--- src/hdl/ntcbt_pkg.sv ---
// ----------------------------------------------------------------------------
// NTC beta converter package
// Shared constants, widths, codes and types of the temperature converter.
// ----------------------------------------------------------------------------
`default_nettype none

package ntcbt_pkg;

  // Samples averaged for one result.
  localparam int SAMPLES   = 16;
  localparam int SAMPLE_W  = 12;
  localparam int SUM_W     = SAMPLE_W + $clog2(SAMPLES);
  localparam int CNT_W     = (SAMPLES > 1) ? $clog2(SAMPLES) : 1;
  localparam int MEAN_W    = 16;

  // Arithmetic widths of the back end.
  localparam int PROD_W    = 41;  // ohms times sixteenth millivolts
  localparam int LOG_W     = 26;  // log2 in Q20, integer part up to 40
  localparam int DVD_W     = 61;  // shared divider dividend
  localparam int DVS_W     = 45;  // shared divider divisor

  localparam int RAIL_MARGIN_X16 = 400;
  localparam int ZERO_C_CENTI_K  = 27315;
  localparam int LN2_Q30         = 744261118;
  localparam int T_MIN_CENTI     = -1000;
  localparam int T_MAX_CENTI     = 20000;

  // Register indexes on the configuration port.
  localparam logic [2:0] REG_SUPPLY  = 3'd0;
  localparam logic [2:0] REG_SERIES  = 3'd1;
  localparam logic [2:0] REG_HIGH    = 3'd2;
  localparam logic [2:0] REG_NOMINAL = 3'd3;
  localparam logic [2:0] REG_BETA    = 3'd4;
  localparam logic [2:0] REG_REFTEMP = 3'd5;

  typedef enum logic [1:0] {
    ST_OK   = 2'd0,
    ST_RAIL = 2'd1,
    ST_RES  = 2'd2,
    ST_TEMP = 2'd3
  } status_e;

  typedef struct packed {
    logic        [12:0] supply_mv;
    logic        [23:0] series_ohms;
    logic               ntc_high_side;
    logic        [23:0] nominal_ohms;
    logic        [16:0] beta_kelvin;
    logic signed [14:0] ref_temp_centi_c;
  } cfg_t;

  typedef struct packed {
    logic signed [15:0] temp_centi_c;
    status_e            status;
    logic        [15:0] mean_mv_x16;
    logic        [31:0] resistance_ohms;
  } result_t;

endpackage

`default_nettype wire

--- src/hdl/ntcbt_if.sv ---
// ----------------------------------------------------------------------------
// NTC beta converter channels
// Valid/ready channels for samples in and results out.
// ----------------------------------------------------------------------------
`default_nettype none

interface ntcbt_sample_if;
  logic        valid;
  logic        ready;
  logic [11:0] sample_mv;

  modport source (output valid, output sample_mv, input ready);
  modport sink (input valid, input sample_mv, output ready);
endinterface


`default_nettype wire

--- src/hdl/ntcbt_front.sv ---
// ----------------------------------------------------------------------------
// NTC beta converter front end
// Sums samples, forms the mean of each group and queues it for the back end.
// ----------------------------------------------------------------------------
`default_nettype none

module ntcbt_front import ntcbt_pkg::*; (
  input  wire                clk_i,
  input  wire                rst_ni,
  ntcbt_sample_if.sink       in_if,
  output logic [MEAN_W-1:0]  mean_o,
  output logic               mean_valid_o,
  input  wire                mean_ready_i
);

  logic [SUM_W-1:0]  sum_q, sum_d, sum_next;
  logic [CNT_W-1:0]  cnt_q, cnt_d;
  logic [MEAN_W-1:0] mean_new;
  logic              accept, last, push, pop;

  // Two-entry queue of means.
  logic [MEAN_W-1:0] queue_q [2];
  logic              wr_ptr_q, rd_ptr_q;
  logic [1:0]        fill_q;

  assign in_if.ready = (fill_q != 2'd2);
  assign accept      = in_if.valid & in_if.ready;
  assign sum_next    = sum_q + SUM_W'(in_if.sample_mv);
  assign last        = (cnt_q == CNT_W'(SAMPLES - 1));
  assign mean_new    = MEAN_W'({sum_next, 4'b0000} / SAMPLES);
  assign push        = accept & last;
  assign pop         = mean_valid_o & mean_ready_i;

  assign mean_valid_o = (fill_q != 2'd0);
  assign mean_o       = queue_q[rd_ptr_q];

  always_comb begin
    sum_d = sum_q;
    cnt_d = cnt_q;
    if (accept) begin
      if (last) begin
        sum_d = '0;
        cnt_d = '0;
      end else begin
        sum_d = sum_next;
        cnt_d = cnt_q + CNT_W'(1);
      end
    end
  end

  always_ff @(posedge clk_i or negedge rst_ni) begin
    if (!rst_ni) begin
      sum_q    <= '0;
      cnt_q    <= '0;
      wr_ptr_q <= 1'b0;
      rd_ptr_q <= 1'b0;
      fill_q   <= 2'd0;
    end else begin
      sum_q <= sum_d;
      cnt_q <= cnt_d;
      if (push) wr_ptr_q <= ~wr_ptr_q;
      if (pop) rd_ptr_q <= ~rd_ptr_q;
      if (push && !pop) begin
        fill_q <= fill_q + 2'd1;
      end else if (pop && !push) begin
        fill_q <= fill_q - 2'd1;
      end
    end
  end

  always_ff @(posedge clk_i) begin
    if (push) queue_q[wr_ptr_q] <= mean_new;
  end

endmodule

`default_nettype wire

--- src/flat_wrapper.sv ---
// flat-port wrapper written by rule: the top's interface ports become plain ports
module ntcbt_front_flat import ntcbt_pkg::*;
  (clk_i, rst_ni, mean_o, mean_valid_o, mean_ready_i, in_if_valid, in_if_sample_mv, in_if_ready);
  ntcbt_sample_if in_if_i ();
  input  wire clk_i;
  input  wire rst_ni;
  output logic [MEAN_W-1:0] mean_o;
  output logic mean_valid_o;
  input  wire mean_ready_i;
  input wire logic [$bits(in_if_i.valid)-1:0] in_if_valid;
  input wire logic [$bits(in_if_i.sample_mv)-1:0] in_if_sample_mv;
  output wire logic [$bits(in_if_i.ready)-1:0] in_if_ready;
  assign in_if_i.valid = in_if_valid;
  assign in_if_i.sample_mv = in_if_sample_mv;
  assign in_if_ready = in_if_i.ready;
  ntcbt_front u_core (.clk_i(clk_i), .rst_ni(rst_ni), .in_if(in_if_i), .mean_o(mean_o), .mean_valid_o(mean_valid_o), .mean_ready_i(mean_ready_i));
endmodule
--- config.mk ---
export PLATFORM = sky130hd
export DESIGN_NAME = ntcbt_front_flat
export DESIGN_NICKNAME = d
export VERILOG_FILES = /design/src/hdl/ntcbt_pkg.sv /design/src/hdl/ntcbt_if.sv /design/src/hdl/ntcbt_front.sv /design/src/flat_wrapper.sv
export SDC_FILE = /design/constraint.sdc
export NUM_CORES = 1
export LEC_CHECK = 0
export ABC_AREA = 1
export ABC_CLOCK_PERIOD_IN_PS = 2500
export BUFFER_PORTS_ARGS = -buffer_cell sky130_fd_sc_hd__buf_2
export CORE_ASPECT_RATIO = 1.4
export CORE_MARGIN = 2
export CORE_UTILIZATION = 58
export DETAILED_ROUTE_END_ITERATION = 7
export PLACE_DENSITY = 0.79
export SETUP_SLACK_MARGIN = 0.2
export SLEW_MARGIN = 25
export SYNTH_ARGS = -nofsm -noshare
export SYNTH_HDL_FRONTEND = slang
export SYNTH_SLANG_ARGS = --single-unit
--- constraint.sdc ---
create_clock -name clk_i -period 2.5 [get_ports clk_i]
set_clock_uncertainty 0.2 [all_clocks]
set_input_delay 0.125 -clock clk_i [delete_from_list [all_inputs] [get_ports clk_i]]
set_output_delay 0.125 -clock clk_i [all_outputs]
set_load 0.05 [all_outputs]
==> qor.txt <==
Final Cell Area = 0.00342 sq mm
Sw frac = 47.6%
Synth top area share = 31.5%
Comb pwr share = 54.5%
Final GP Congestion = 0.893
Synth Register Bits = 56
H-Tree Depth = 2
Vias per cell = 5.02
Seq pwr share = 34.3%
Least-Margin Pin Slew = 0.561 ns
PortBufs = 33
Synth-to-Final Area Change = 12.3%
Maximum VDD drop = 0.642 mV
Required time worst endpoint = 2.37 ns
Yosys top cell by area = edfxtp_1
GRT Residual Overflow = 0
# fillers = 423
Warnings, synthesis = 0
CTS Buf Count = 5
Int Power = 0.00228 W
Part of the Yosys area used for sequential elements = 51.2%
Fin nets = 420
Final worst path period share = 88.5%
Min Tclk post-route = 2.21 ns
Final hold violation count = 0
Fin. max-slew vios = 0
Crit path launch type = input port
PwrDens = 1270 mW/mm^2
Tot GR Track Use = 22.3%
Max-Cap Viols = 0
Final core utilization = 66.8%
Clock transition at path regs = 0.09 ns
ANT cells = 0
Worst Setup End Kind = flip-flop
Core Region = 0.00512 sq mm
Die area = 0.00586 sq mm
Worst-skew pair later-pin latency = 0.31 ns
DR iter-0 viols = 131
Synthesized instance count = 347
Crit path arrival time = 2.09 ns
Crit. Startpoint = in_if_sample_mv[0]
Die width = 65.3 um
DR DRC count = 0
Ports = 34
Die Y-Extent = 89.8 um
Setup Fix Bufs, Post-CTS = 0
Setup TNS = 0 ns
Routed Antenna Nets = 0
# setup viols final = 0
Post-Syn Area = 0.00305 sq mm
Layout cells sized above 1 = 19.0%
Crit Reg-Reg Startpoint = u_core.sum_q[0]
Per-cell routed wire length = 12.5 um
Clk buf depth = 2
First-pass GRT wire length = 10100 um
1st-pass router iterations = 4
Initial antenna violation count = 0
Initial core utilization = 59.5%
Num rows = 31
Clock net sink count = 56
RSZ-0062 raised after global routing = false
Hold Crit Start = in_if_sample_mv[1]
Vias in the first global route = 2307
Post-synthesis net count = 378
Relative slew slack = 62.6%
Hold crit path type = in -> reg
Placed inst area = 0.00329 sq mm
Wirelength, routed = 5680 um
Synth cell types = 31
Avg Inst Size Synth = 8.78 sq um
Status = finished clean
Clock Power Share = 11.2%
CP Class = in -> reg
Leak Pwr = 1.69 nW
Clock Tree Root = clkbuf_8
Largest net degree at the start of global routing = 25
Ranking of synthesized cells by area = edfxtp_1, dfrtp_1, nand2_1, ha_1, inv_1
Finished Layout Cells = 456
Worst Path Max Fanout = 3
Fmax = 452 MHz
Psw = 0.00207 W
Hpwl dp = 4330 um
Fin Hold WS = 0.0809 ns
Routed via count = 2290
Placed insts = 444
TritonCTS clock tree = done
## metal layers
metal	global-route usage, %	share of wire [%]
met3	3.75	3.6
met2	39.1	52
met5	0	0
met4	8.68	2.3
met1	26.7	42
## cells in the final DEF, fill, tap and decap left out
master | netlist | final
clkbuf_1 | 1 | 1
edfxtp_1 | 32 | 32
clkinv_4 | 0 | 1
o21a_1 | 1 | 1
ha_1 | 14 | 14
clkbuf_8 | 0 | 5
nor2_2 | 1 | 2
a21oi_2 | 2 | 2
nand3b_1 | 4 | 4
buf_4 | 1 | 4
xor2_2 | 2 | 2
and2_1 | 7 | 7
nand2_1 | 142 | 142
a22o_1 | 3 | 3
xnor2_1 | 3 | 3
nor2_1 | 14 | 13
nand3_1 | 16 | 16
a31oi_1 | 1 | 1
buf_2 | 3 | 33
nor3_2 | 3 | 3
nand2_2 | 10 | 10
nand4_1 | 1 | 1
a21oi_1 | 8 | 8
xor2_1 | 6 | 6
dfrtp_1 | 24 | 24
nor3b_2 | 1 | 1
clkinvlp_4 | 0 | 1
dlygate4sd3_1 | 0 | 4
clkinv_1 | 1 | 1
fa_2 | 0 | 1
nor2_4 | 2 | 2
inv_2 | 7 | 7
o21ai_0 | 3 | 3
inv_1 | 32 | 32
## power groups by stage
stage	combinational (W)	clock [W]	sequential, W
2_1_floorplan	0.00190	0	0.00148
6_report	0.00237	0.000486	0.00150
4_1_cts	0.00238	0.000502	0.00149
3_3_place_gp	0.00229	0	0.00150
5_1_grt	0.00268	0.000538	0.00153
3_5_place_dp	0.00236	0	0.00151
## critical path: stages
cell and delay [ns]:
dlygate4sd3_1 0.53, buf_2 0.12, ha_1 0.22, fa_2 0.38, nand3_1 0.10, nand3_1 0.11
nand2_1 0.09, nand2_2 0.08, nand2_2 0.07, nand3_1 0.08, and2_1 0.18
## cell families after synthesis
| kind of cell | synth area share (%) |
|---|---|
| fa+ha+maj | 6.40 |
| xor+xnor | 3.65 |
| simple gates | 28.9 |
| flops | 51.2 |
| buf+inv | 6.16 |
| compound gates | 3.69 |
## registers in the layout (all words and copies together) (netlist names)
name	flops
u_core.cnt_q	4
u_core.sum_q	16
u_core.rd_ptr_q	1
u_core.fill_q	2
u_core.queue_q	32
u_core.wr_ptr_q	1
## per-stage QoR
| stage | setup WS [ns] | power, W |
|---|---|---|
| global placement | 0.383 | 0.00378 |
| floorplan | 0.398 | 0.00338 |
| finish | 0.287 | 0.00436 |
| global route | 0.205 | 0.00474 |
| CTS | 0.227 | 0.00438 |
| detailed placement | 0.309 | 0.00388 |
## path summary, 6_finish.rpt
check / endpoint / slack [ns] / cells past startpoint
setup / recovery: u_core.queue_q[0][12] / 0.29 / 11
hold / removal: u_core.queue_q[0][1] / 0.08 / 2
setup reg to reg: u_core.queue_q[0][12] / 0.36 / 9
hold reg to reg: u_core.fill_q[0] / 0.29 / 1
max in group asynchronous: u_core.sum_q[2] / 1.60 / 2
min in group asynchronous: u_core.cnt_q[3] / 0.12 / 2
## cell type report
type	instances	area [sq um]	share of cell area, %
flip-flops and latches	56	1560	45.6
multi-input cells	245	1300	38.1
repair buffers	41	235	6.87
inverters	40	150	4.39
well taps	66	82.6	2.41
clock buffers	6	72.6	2.12
clock inverters	2	16.3	0.475
## timing repair
| action | CTS | global route |
|---|---|---|
| endpoints found under the hold margin | 28 | 0 |
| gates resized for setup | 0 | 1 |
| hold buffers | 4 | 0 |
| endpoints found under the setup margin | 0 | 6 |
## synth_stat cells
cell and number:
xor2_1 6, o21a_1 1, buf_4 1, xor2_2 2, nand3b_1 4, and2_1 7, clkinv_1 1, a22o_1 3
nand3_1 16, nand4_1 1, nor3b_2 1, nor3_2 3, a21oi_1 8, a21oi_2 2, a31oi_1 1, xnor2_1 3
inv_1 32, nor2_2 1, ha_1 14, fa_1 1, inv_2 7, buf_2 3, buf_6 1, edfxtp_1 32
nor2_4 2, dfrtp_1 24, nand2_1 142, nor2_1 14, nand2_2 10, o21ai_0 3, clkbuf_1 1
Note: power is estimated with default switching activity, not from simulation.
